--- config.mk ---
export PLATFORM = sky130hd
export DESIGN_NAME = tfn_fifo
export DESIGN_NICKNAME = d
export VERILOG_FILES = /design/src/rtl/triangle_face_normal_macros.svh /design/src/rtl/tfn_pkg.sv /design/src/rtl/tfn_fifo.sv
export SDC_FILE = /design/constraint.sdc
export NUM_CORES = 1
export LEC_CHECK = 0
export BUFFER_PORTS_ARGS = -buffer_cell sky130_fd_sc_hd__buf_2
export CAP_MARGIN = 20
export CORE_ASPECT_RATIO = 0.5
export CORE_MARGIN = 2
export CORE_UTILIZATION = 45
export CTS_CLUSTER_SIZE = 30
export DETAILED_ROUTE_END_ITERATION = 6
export GPL_ROUTABILITY_DRIVEN = 1
export MAX_ROUTING_LAYER = met4
export PLACE_DENSITY = 0.65
export SLEW_MARGIN = 20
export SYNTH_ARGS = -nofsm -noshare
export SYNTH_HDL_FRONTEND = slang
export SYNTH_SLANG_ARGS = --single-unit
--- constraint.sdc ---
create_clock -name i_clk -period 21.8 [get_ports i_clk]
set_clock_uncertainty 0.2 [all_clocks]
set_input_delay 4.36 -clock i_clk [delete_from_list [all_inputs] [get_ports i_clk]]
set_output_delay 4.36 -clock i_clk [all_outputs]
set_load 0.01 [all_outputs]
--- src/rtl/triangle_face_normal_macros.svh ---
// Assertion macros used by the file that checks behavior.
`ifndef TRIANGLE_FACE_NORMAL_MACROS_SVH
`define TRIANGLE_FACE_NORMAL_MACROS_SVH

// A condition that must hold in the same cycle as its trigger.
`define TFN_ASSERT_IMPLY(label, clk, rst_n, trig, cond) \
    label: assert property (@(posedge clk) disable iff (!rst_n) (trig) |-> (cond)) \
        else $error("tfn check failed");

// A condition that must hold in the cycle after its trigger.
`define TFN_ASSERT_NEXT(label, clk, rst_n, trig, cond) \
    label: assert property (@(posedge clk) disable iff (!rst_n) (trig) |=> (cond)) \
        else $error("tfn check failed");

`endif

--- src/rtl/tfn_pkg.sv ---
package tfn_pkg;

    // Field widths.
    localparam int CW  = 16;              // corner coordinate
    localparam int F   = 14;              // fraction bits of the normal
    localparam int OW  = F + 2;           // normal component
    localparam int NL  = 3;               // vector lanes

    // Internal widths.
    localparam int EW  = CW + 1;          // edge component
    localparam int PW  = 2 * EW;          // edge product
    localparam int CXW = PW + 1;          // cross product component, signed
    localparam int MW  = PW;              // cross product magnitude
    localparam int HW  = (MW + 1) / 2;    // low half of magnitude for squaring
    localparam int QDW = 2 * MW;          // square of a magnitude
    localparam int SW  = QDW + 2;         // sum of squares
    localparam int QW  = 2 * F + 3;       // quotient of a^2 * 2^(2F+2) / s
    localparam int QSTEPS = (QW + 1) / 2; // square root steps
    localparam int RTW = QSTEPS;          // root width
    localparam int RMW = RTW + 4;         // square root remainder
    localparam int ONE = 1 << F;

    // Front pipeline depth and queue depth.
    localparam int NFS = 6;
    localparam int QD  = 4;
    localparam int QAW = $clog2(QD);

    // Classified triangle handed from the front to the back.
    typedef struct packed {
        logic [SW-1:0]           sum_sq;
        logic [NL-1:0][QDW-1:0]  sq;
        logic [NL-1:0]           neg;
        logic                    plane;
    } t_item;

endpackage

--- src/rtl/tfn_fifo.sv ---
// Short queue between the front and the back.
module tfn_fifo (
    input  logic               i_clk,
    input  logic               i_rst_n,
    input  logic               i_push,
    input  tfn_pkg::t_item     i_data,
    input  logic               i_pop,
    output tfn_pkg::t_item     o_data,
    output logic               o_empty,
    output logic               o_full
);

    tfn_pkg::t_item            r_mem [tfn_pkg::QD];
    logic [tfn_pkg::QAW-1:0]   r_wr, r_rd;
    logic [tfn_pkg::QAW:0]     r_cnt;

    assign o_empty = (r_cnt == '0);
    assign o_full  = (r_cnt == (tfn_pkg::QAW+1)'(tfn_pkg::QD));
    assign o_data  = r_mem[r_rd];

    // Pointers and fill count.
    always_ff @(posedge i_clk) begin
        if (!i_rst_n) begin
            r_wr  <= '0;
            r_rd  <= '0;
            r_cnt <= '0;
        end else begin
            if (i_push) begin
                r_wr <= r_wr + 1'b1;
            end
            if (i_pop) begin
                r_rd <= r_rd + 1'b1;
            end
            if (i_push && !i_pop) begin
                r_cnt <= r_cnt + 1'b1;
            end else if (i_pop && !i_push) begin
                r_cnt <= r_cnt - 1'b1;
            end
        end
    end

    // Entry storage.
    always_ff @(posedge i_clk) begin
        if (i_push) begin
            r_mem[r_wr] <= i_data;
        end
    end

endmodule

==> impl_metrics.csv, run 1 <==
group,metric,value,unit
yosys,sequential_share_of_the_synthesized_area,82.8,%
worst_setup_path,r2r_end,"r_mem[3][61]",
yosys,largest_cells_by_area_after_synthesis,"sky130_fd_sc_hd__edfxtp_1 (82%), sky130_fd_sc_hd__mux4_2 (15%), sky130_fd_sc_hd__buf_6 (0.72%), sky130_fd_sc_hd__dfxtp_1 (0.44%), sky130_fd_sc_hd__buf_2 (0.36%)",
clocking,cts_sinks,1121,
yosys,synth_largest_area_cell,"sky130_fd_sc_hd__edfxtp_1",
yosys,synth.lib_cells_used.distinct,20,
global_route,antenna_found_initial,35,
final_layout,synthToLayoutAreaGrowth,17.7,%
power,power.density_cell_area,97.6,mW/mm²
power,vdd_drop_max,58.2,µV
worst_setup_path,critical_path_required,17.24,ns
worst_setup_path,worst_ep_arrival_time,4.56,ns
global_route,grt_use_total,19.5,%
clocking,postCtsResizedCells,0,
status,outcome,"finished, final reports clean",
final_layout,final_net_count,2401,
timing,rsz0062_at_grt,"false",
floorplan,fp.coreArea,0.0888,mm²
yosys,syn_area_per_cell,27.1,µm²
placed_design,dpl_cell_area,0.0446,mm²
yosys,number_of_enable_type_register_cells_in_the_synthesized_netlist,1112,
routing,drt-pass1-iter-count,5,
final_layout,share_of_post_route_cells_with_drive_strength_above_1,46.0,%
final_layout,register_area,0.0336,mm²
routing,drtIter0Drc,1319,
timing,timing.fmax,0.110,GHz
timing,final_period_minus_worst_setup_slack,9.12,ns
clocking,postCtsSetupRepairBufs,0,
global_route,grt_pass1_vias,18700,
yosys,synth_most_common_cell,"sky130_fd_sc_hd__edfxtp_1",
placed_design,place.gp.congestion,0.817,
routing,drt_wl_total,88300,µm
timing,timing_hold_violations_final,0,
worst_hold_path,hold_path_startpoint,"r_cnt[2]",
yosys,async_flop_share,0,%
yosys,synthDominantCellAreaShare,82.3,%
run,max_cap_viol_count,0,
final_layout,final_design_area_no_fill,0.0478,mm²
timing,timing_worst_slew_pin_value,1.16,ns
yosys,mappedNetlistNets,1783,
yosys,post_synth_instance_area,0.0406,mm²
worst_setup_path,r2r_slack,17.78,ns
timing,post-route-period-util,41.8,%
timing,slew-limit-headroom,22.5,%
routing,drt-wirelength-per-cell,26.0,µm
global_route,grt_remaining_overflow,0,
power,power.static_leakage,15.8,nW
yosys,number_of_standard_cells_after_synthesis,1495,
final_layout,fill_cells,6732,
routing,ant_nets,0,
placed_design,preCtsSetupSlack,13.21,ns
timing,setup_viol,0,
global_route,wire_length_of_the_first_global_routing_pass,127000,µm
worst_hold_path,hold_path_depth,2,
clocking,cts_made_buffers,94,
worst_setup_path,worstRegToRegCells,5,
clocking,clk_root_buffer_cell,"sky130_fd_sc_hd__clkbuf_16",
clocking,cts_max_path_buffers,3,
routing,vias_per_cell,5.34,
worst_setup_path,startpoint_type,"register",
worst_setup_path,cp_max_fo,100,
clocking,cts.htree.levels,3,
placed_design,detailedPlacementHpwl,55100,µm
floorplan,fp.dieH,216,µm
routing,drc,0,
clocking,cts_tree,"built",
floorplan,dieWidth,429,µm
placed_design,port_buffers,561,
final_layout,instances_no_fill,3391,
floorplan,top_level_ports,562,
timing,final.setup.tns,0,ns
worst_setup_path,critical_path_class,"register to output port",
clocking,clk_latency,0.66,ns
timing,finalMaxSlewViolations,0,
floorplan,placementRows,77,
yosys,synthFlopType,"sky130_fd_sc_hd__edfxtp_1",
global_route,grt_start_max_net_pins,142,
floorplan,start_util,45.7,%
worst_setup_path,regToRegStartpoint,"r_wr[0]",
yosys,netlist_top_cells_count,"sky130_fd_sc_hd__edfxtp_1 (1112), sky130_fd_sc_hd__mux4_2 (278), sky130_fd_sc_hd__buf_2 (29), sky130_fd_sc_hd__buf_6 (26)",
yosys,postSynthRegisterBits,1121,
clocking,holdBufCountCts,0,
timing,final.setup.worst_slack,12.68,ns
clocking,clk_pin_slew,0.07,ns
worst_hold_path,hold_endpoint,"r_cnt[2]",
worst_hold_path,hold_class,"register to register",
power,report.power.total,4.66,mW
routing,vias,18100,
yosys,ys.warnings.count,0,
final_layout,multiInputGateArea,0.00652,mm²
worst_setup_path,crit_path_end_kind,"output port",
floorplan,dieArea,0.0927,mm²
placed_design,place_inst,3202,
==> metrics by stage <==
stage	utilization, %	hold WS [ns]
finish	53.8	0.331
floorplan	-	0.272
global placement	50.2	0.300
detailed placement	50.2	0.323
CTS	53.7	0.332
global route	53.7	0.370
==> layer usage <==
metal,wire [µm],GRT usage (%),part of all wire [%]
met1,33300,22.9,38
met2,48400,33.9,55
met3,3490,3.41,3.9
met4,3150,7.37,3.6
met5,0,-,0
==> flip-flops by register name, indices dropped and copies added, names as in the netlist, named ones only <==
name	cells
r_wr	2
r_rd	2
r_cnt	3
r_mem	1112
==> cell type report <==
class | instances | share of cell area [%]
Antenna cell | 21 | 0.110
Clock buffer | 104 | 5.05
Clock inverter | 64 | 1.38
Inverter | 4 | 0.0314
Multi-Input combinational cell | 308 | 13.7
Sequential cell | 1121 | 70.3
Tap cell | 1185 | 3.10
Timing Repair Buffer | 584 | 6.35
==> power breakdown <==
part / switching, mW / internal (mW)
Clock: 0.751 / 0.952
Combinational: 0.258 / 0.195
Sequential: 0.0266 / 2.48
Total: 1.04 / 3.63
==> worst max-delay path: stages (launching register included) <==
cell and delay (ns):
sky130_fd_sc_hd__dfxtp_4 0.59, sky130_fd_sc_hd__buf_4 0.74, sky130_fd_sc_hd__buf_12 0.65, sky130_fd_sc_hd__buf_4 0.88, sky130_fd_sc_hd__mux4_2 0.61, sky130_fd_sc_hd__buf_2 0.16
==> cell usage in the layout (no fill, tap or decap), types with 5 or more instances in the layout <==
cell type,count
sky130_fd_sc_hd__and2_1,5
sky130_fd_sc_hd__buf_2,561
sky130_fd_sc_hd__buf_4,19
sky130_fd_sc_hd__bufinv_16,13
sky130_fd_sc_hd__clkbuf_1,9
sky130_fd_sc_hd__clkbuf_16,95
sky130_fd_sc_hd__clkinv_1,22
sky130_fd_sc_hd__clkinv_2,16
sky130_fd_sc_hd__clkinvlp_4,6
sky130_fd_sc_hd__dfxtp_1,7
sky130_fd_sc_hd__diode_2,21
sky130_fd_sc_hd__edfxtp_1,1112
sky130_fd_sc_hd__ha_1,5
sky130_fd_sc_hd__inv_6,6
sky130_fd_sc_hd__mux4_2,278
==> worst max path at each step <==
stage / startpoint / to
6_report: register / o_data[187]
5_1_grt: register / o_data[161]
4_1_cts: register / o_data[156]
3_5_place_dp: register / o_data[161]
3_3_place_gp: register / o_data[187]
2_1_floorplan: i_push / r_mem[0][0]
==> kinds of logic after synthesis <==
group / after synthesis / share of synthesized area [%]
fa+ha+maj: 6 / 0.204
mux: 280 / 15.5
simple gates: 15 / 0.225
buf+inv: 66 / 1.18
compound gates: 2 / 0.0308
xor+xnor: 5 / 0.108
flops: 1121 / 82.8
Note: power is estimated with default switching activity, not from simulation.
==> inputs of run 2 (changes only) <==
Settings changed: ABC_AREA set to 1, PLACE_DENSITY 0.65 to 0.67.
Clock period 21.8 ns to 7.6 ns, I/O delays scaled along.
==> run 2 against run 1 <==
  * Via count is 37% higher
  * Clock-buffer cell count is 17 higher
  * Non-clock buffer count is 6 higher
  * Register-to-register slack worse by 13 ns
  * Global-route usage is 1.4 points higher
  * Core utilization is 0.77 points lower
  * Critical path depth stayed put
  * Die area is 2.8% higher
  * Sequential power grew to 2.9 times the previous value
  * Total power grew to 2.8 times the previous value
  * Largest power group unchanged
==> impl_metrics.csv, run 2 <==
group,metric,value,unit
floorplan,dieWidth,435,µm
yosys,synthAdderAreaFrac,0.198,%
clocking,cts_sinks,1121,
worst_setup_path,critical_path_required,5.88,ns
timing,timing_worst_slew_pin_value,1.31,ns
clocking,cts.htree.levels,3,
worst_hold_path,hold_class,"register to register",
yosys,synth-compound-area-share,11.0,%
worst_setup_path,critical_path_buf_inv_count,3,
timing,fin_worst_hold_slack,0.245,ns
yosys,syn_area_per_cell,15.2,µm²
power,power.density_cell_area,272,mW/mm²
routing,drt-pass1-iter-count,5,
final_layout,top_flop_regs,"r_mem x1112, r_cnt x3",
yosys,synth_simple_gate_area_share,5.18,%
yosys,synthMuxAreaShare,0,%
power,report.power.total,13.2,mW
final_layout,fill_cells,7427,
placed_design,place.gp.congestion,0.804,
routing,drc,0,
yosys,async_flop_share,0,%
final_layout,layout.cells.most_common,"sky130_fd_sc_hd__edfxtp_1",
final_layout,max_flop_register,"r_mem",
yosys,synth_most_common_cell,"sky130_fd_sc_hd__edfxtp_1",
power,vdd_drop_max,178,µV
yosys,number_of_standard_cells_after_synthesis,2746,
final_layout,share_of_post_route_cells_with_drive_strength_above_1,22.0,%
worst_setup_path,worst_ep_arrival_time,3.66,ns
yosys,postSynthRegisterBits,1121,
floorplan,fp.coreArea,0.0913,mm²
worst_setup_path,critical_path.cell_chain,"buf_4 > buf_4 > o21ai_0 > o22ai_1 > buf_2",
worst_setup_path,crit_path_end_kind,"output port",
placed_design,preCtsSetupSlack,2.86,ns
clocking,postCtsSetupRepairBufs,0,
placed_design,dpl_cell_area,0.0452,mm²
routing,vias_per_cell,5.42,
worst_setup_path,cpPeakStageDelay,0.81,ns
yosys,sequential_share_of_the_synthesized_area,80.5,%
final_layout,mostFrequentLayoutCells,"sky130_fd_sc_hd__edfxtp_1 (1112), sky130_fd_sc_hd__nor2_1 (561), sky130_fd_sc_hd__buf_2 (561)",
yosys,synth_largest_area_cell,"sky130_fd_sc_hd__edfxtp_1",
timing,final.setup.worst_slack,2.22,ns
routing,ant_nets,0,
worst_setup_path,cp_max_fo,66,
global_route,antenna_found_initial,35,
timing,slew-limit-headroom,12.8,%
worst_hold_path,hold_path_startpoint,"r_rd[1]",
worst_setup_path,r2r_end,"r_mem[2][135]",
yosys,synthFlopType,"sky130_fd_sc_hd__edfxtp_1",
floorplan,dieArea,0.0953,mm²
worst_setup_path,crit_cells,5,
global_route,grt_pass1_vias,23800,
status,outcome,"finished, final reports clean",
floorplan,placementRows,78,
routing,drtIter0Drc,1992,
final_layout,synthToLayoutAreaGrowth,15.9,%
worst_setup_path,r2r_slack,4.73,ns
clocking,clk_latency,0.68,ns
floorplan,top_level_ports,562,
yosys,mappedNetlistNets,3034,
placed_design,port_buffers,561,
yosys,number_of_enable_type_register_cells_in_the_synthesized_netlist,1112,
power,power.static_leakage,16.5,nW
yosys,synth.lib_cells_used.distinct,22,
yosys,ys.warnings.count,0,
routing,drt-wirelength-per-cell,21.8,µm
worst_setup_path,worstRegToRegCells,6,
placed_design,detailedPlacementHpwl,57200,µm
routing,drt_wl_total,100000,µm
global_route,grt_start_max_net_pins,328,
global_route,grt_use_total,20.9,%
yosys,synth_top_family_by_area,"compound AO/OA/AOI/OAI gates",
timing,rsz0062_at_grt,"false",
final_layout,final_net_count,3540,
yosys,synthDominantCellAreaShare,80.1,%
clocking,cts_tree,"built",
timing,timing_hold_violations_final,0,
clocking,clk_pin_slew,0.06,ns
timing,final.setup.tns,0,ns
global_route,wire_length_of_the_first_global_routing_pass,146000,µm
yosys,post_synth_instance_area,0.0417,mm²
worst_setup_path,critical-path-top-cell-by-count,"sky130_fd_sc_hd__buf_4",
floorplan,start_util,45.7,%
worst_setup_path,cpMaxStageDelayCell,"sky130_fd_sc_hd__dfxtp_4",
final_layout,largest_reg_flops,1112,
clocking,postCtsResizedCells,0,
yosys,largest_cells_by_area_after_synthesis,"sky130_fd_sc_hd__edfxtp_1 (80%), sky130_fd_sc_hd__nor2_1 (5.0%), sky130_fd_sc_hd__o21ai_0 (4.3%), sky130_fd_sc_hd__o22ai_1 (4.2%), sky130_fd_sc_hd__o21ai_1 (2.4%)",
worst_setup_path,worst_path_dominant_cell_family,"buffers and inverters",
worst_setup_path,regToRegStartpoint,"r_wr[0]",
worst_setup_path,critical_path_class,"register to output port",
floorplan,fp.dieH,219,µm
yosys,netlist_top_cells_count,"sky130_fd_sc_hd__edfxtp_1 (1112), sky130_fd_sc_hd__nor2_1 (561), sky130_fd_sc_hd__o21ai_0 (361), sky130_fd_sc_hd__o22ai_1 (278), sky130_fd_sc_hd__o21ai_1 (201)",
final_layout,final_design_area_no_fill,0.0484,mm²
yosys,xor_and_xnor_area_share_after_synthesis,0,%
clocking,clk_root_buffer_cell,"sky130_fd_sc_hd__clkbuf_16",
worst_setup_path,startpoint_type,"register",
timing,timing.fmax,0.186,GHz
timing,finalMaxSlewViolations,0,
timing,final_period_minus_worst_setup_slack,5.38,ns
timing,post-route-period-util,70.7,%
timing,setup_viol,0,
clocking,cts_made_buffers,98,
run,max_cap_viol_count,0,
worst_hold_path,hold_path_depth,1,
global_route,grt_remaining_overflow,0,
clocking,cts_max_path_buffers,3,
routing,vias,24900,
clocking,holdBufCountCts,0,
-- run 2: changes by cell type after synthesis, sizes merged, moves of 9 or more --
| cell | before | now |
|---|---|---|
| and2 | 9 | 0 |
| nor2 | 0 | 561 |
| inv | 4 | 16 |
| clkbuf | 7 | 84 |
| o22ai | 0 | 278 |
| o21ai | 1 | 562 |
| buf | 55 | 100 |
| mux4 | 278 | 0 |
-- run 2: worst max path at each step --
stage,from,end
final,register,o_data[64]
after global routing,register,o_data[160]
after CTS,register,o_data[160]
after detailed placement,register,o_data[160]
after global placement,register,o_data[160]
after floorplan,i_push,r_mem[0][0]
-- run 2: area by class of cell --
cell class                 count  area (µm²)  area share (%)
antenna                       28        70.1           0.145
clock buffer                 121        2580            5.34
clock inverter                52         454           0.939
inverter                      17         113           0.233
multi-input combinational   1424        6820            14.1
sequential                  1121       33600            69.4
tap                         1240        1550            3.21
timing repair buffer         590        3190            6.60
-- run 2: where the power goes --
part | switching, mW | internal [mW]
sequential | 0.0676 | 7.08
combinational | 0.850 | 0.380
clock | 2.23 | 2.57
-- run 2: cell families (layout without fill, tap and decap cells) --
kind of cell,after synthesis,count (layout)
AND/OR/NAND/NOR,574,574
adder cells (fa/ha/maj),6,6
AO/OA/AOI/OAI,844,844
flip-flops,1121,1121
buffers and inverters,201,780
other,0,28
-- run 2: metal layers --
| metal | track usage (%) | up-vias | wire length (µm) |
|---|---|---|---|
| li1 | - | 11500 | - |
| met1 | 24.1 | 12500 | 38300 |
| met2 | 35.3 | 653 | 52700 |
| met3 | 3.27 | 245 | 3920 |
| met4 | 11.7 | 0 | 5220 |
| met5 | - | - | 0 |
-- run 2: stage by stage --
step / cells / util, %
after detailed placement: 4390 / 49.5
after global routing: 4593 / 53.0
after floorplan: 2746 / -
after CTS: 4563 / 52.9
after global placement: 4390 / 49.5
final: 4593 / 53.0
==> inputs of run 3 (changes only) <==
Clock period 7.6 ns to 4.8 ns, I/O delays scaled along.
==> run 3 against run 2 <==
  * Wire length is 0.78% higher
  * Hold slack better by 0.0018 ns
  * Critical path depth stayed put
  * Cell count is 0.22% higher
  * Sequential share of layout area is 0.54 points lower
  * Largest cell class unchanged
==> impl_metrics.csv, run 3 (same netlist as run 2, synthesis figures left out) <==
group,metric,value,unit
status,outcome,"finished, final reports clean",
worst_hold_path,hold_class,"register to register",
timing,finalMaxSlewViolations,0,
placed_design,port_buffers,561,
worst_hold_path,hold_path_startpoint,"r_rd[1]",
final_layout,final_design_area_no_fill,0.0487,mm²
clocking,cts_tree,"built",
clocking,clk_pin_slew,0.07,ns
routing,vias,24900,
final_layout,mostFrequentLayoutCells,"sky130_fd_sc_hd__edfxtp_1 (1112), sky130_fd_sc_hd__nor2_1 (561), sky130_fd_sc_hd__buf_2 (561)",
timing,timing_hold_violations_final,0,
clocking,holdBufCountCts,0,
timing,final_period_minus_worst_setup_slack,4.22,ns
final_layout,share_of_post_route_cells_with_drive_strength_above_1,22.5,%
timing,final.setup.worst_slack,0.581,ns
final_layout,synthToLayoutAreaGrowth,16.9,%
worst_setup_path,critical_path_required,3.64,ns
clocking,postCtsResizedCells,0,
routing,ant_nets,0,
worst_setup_path,startpoint_type,"register",
global_route,grt_remaining_overflow,0,
timing,rsz0062_at_grt,"false",
clocking,cts_made_buffers,96,
clocking,clk_latency,0.67,ns
routing,drtIter0Drc,2148,
worst_setup_path,critical_path_class,"register to output port",
global_route,antenna_found_initial,33,
worst_setup_path,cp_max_fo,202,
power,report.power.total,21.1,mW
worst_setup_path,critical_path.cell_chain,"clkinv_16 > buf_12 > o21ai_0 > o22ai_1 > buf_2",
worst_setup_path,critical_path_buf_inv_count,3,
floorplan,fp.coreArea,0.0913,mm²
timing,timing.fmax,0.237,GHz
routing,drt_wl_total,101000,µm
timing,final.setup.tns,0,ns
global_route,grt_use_total,21.1,%
routing,drc,0,
global_route,grt_met3_use,3.44,%
clocking,cts_sinks,1121,
worst_setup_path,regToRegStartpoint,"r_wr[0]",
global_route,grt_start_max_net_pins,213,
run,max_cap_viol_count,0,
power,vdd_drop_max,322,µV
floorplan,dieWidth,435,µm
final_layout,instances_no_fill,4603,
worst_setup_path,worst_ep_arrival_time,3.06,ns
clocking,cts_max_path_buffers,3,
global_route,grt_util_met1,24.7,%
worst_setup_path,r2r_slack,2.21,ns
placed_design,dpl_cell_area,0.0455,mm²
floorplan,start_util,45.7,%
worst_setup_path,worstRegToRegCells,5,
final_layout,max_flop_register,"r_mem",
placed_design,detailedPlacementHpwl,59000,µm
timing,post-route-period-util,87.9,%
timing,timing_worst_slew_pin_value,1.33,ns
routing,vias_per_cell,5.42,
worst_hold_path,hold_path_depth,1,
power,power.density_cell_area,434,mW/mm²
worst_setup_path,cpMaxStageDelayCell,"sky130_fd_sc_hd__buf_12",
global_route,met2_usage,36.2,%
clocking,cts.htree.levels,3,
timing,fin_worst_hold_slack,0.246,ns
routing,drt-wirelength-per-cell,21.9,µm
clocking,clk_root_buffer_cell,"sky130_fd_sc_hd__clkbuf_16",
final_layout,final_net_count,3551,
placed_design,place_inst,4405,
clocking,postCtsSetupRepairBufs,0,
worst_setup_path,worst_path_dominant_cell_family,"buffers and inverters",
worst_setup_path,crit_path_end_kind,"output port",
routing,drt-pass1-iter-count,5,
worst_setup_path,r2r_end,"r_mem[2][150]",
global_route,global_route.peak_usage_layer,"met2",
global_route,wire_length_of_the_first_global_routing_pass,147000,µm
timing,slew-limit-headroom,11.6,%
placed_design,place.gp.congestion,0.814,
placed_design,preCtsSetupSlack,1.45,ns
global_route,grt_pass1_vias,23900,
floorplan,top_level_ports,562,
floorplan,dieArea,0.0953,mm²
worst_setup_path,cpPeakStageDelay,0.48,ns
final_layout,layout.cells.most_common,"sky130_fd_sc_hd__edfxtp_1",
power,power.static_leakage,16.6,nW
final_layout,largest_reg_flops,1112,
final_layout,fill_cells,7351,
floorplan,fp.dieH,219,µm
final_layout,core_util_final,53.4,%
final_layout,top_flop_regs,"r_mem x1112, r_cnt x3",
timing,setup_viol,0,
floorplan,placementRows,78,
[run 3: how the worst max path moves through the flow]
stage                             end  startpoint  slack, ns  depth (start not counted)
final                      o_data[11]    register       0.58                          5
after global placement     o_data[11]    register       1.49                          5
after global routing       o_data[11]    register       0.55                          5
after floorplan           r_mem[1][0]      i_push      -0.94                          2
after CTS                  o_data[11]    register       0.70                          5
after detailed placement   o_data[11]    register       1.45                          5
[run 3: metal layers]
metal / part of all wire (%) / up-vias
met2: 53 / 639
met4: 4.3 / 0
met5: 0 / -
met1: 39 / 12600
li1: - / 11500
met3: 3.8 / 220
[run 3: cell type report]
| class | count | area [µm²] | share of cell area [%] |
|---|---|---|---|
| Timing Repair Buffer | 603 | 3400 | 6.97 |
| Clock buffer | 112 | 2480 | 5.10 |
| Clock inverter | 63 | 669 | 1.37 |
| Inverter | 17 | 113 | 0.231 |
| Sequential cell | 1121 | 33600 | 68.9 |
| Tap cell | 1240 | 1550 | 3.18 |
| Multi-Input combinational cell | 1424 | 6880 | 14.1 |
| Antenna cell | 23 | 57.6 | 0.118 |
[run 3: where the power goes]
group          internal, mW  switching, mW
Sequential             11.2         0.0959
Clock                  4.37           3.50
Combinational         0.622           1.37
[run 3: worst register-to-register path, stage by stage, from the launching register on]
cell                         delay [ns]
sky130_fd_sc_hd__dfxtp_1           0.36
sky130_fd_sc_hd__inv_1             0.09
sky130_fd_sc_hd__ha_1              0.26
sky130_fd_sc_hd__nand2_8           0.09
sky130_fd_sc_hd__clkinvlp_4        0.62
sky130_fd_sc_hd__buf_12            0.48
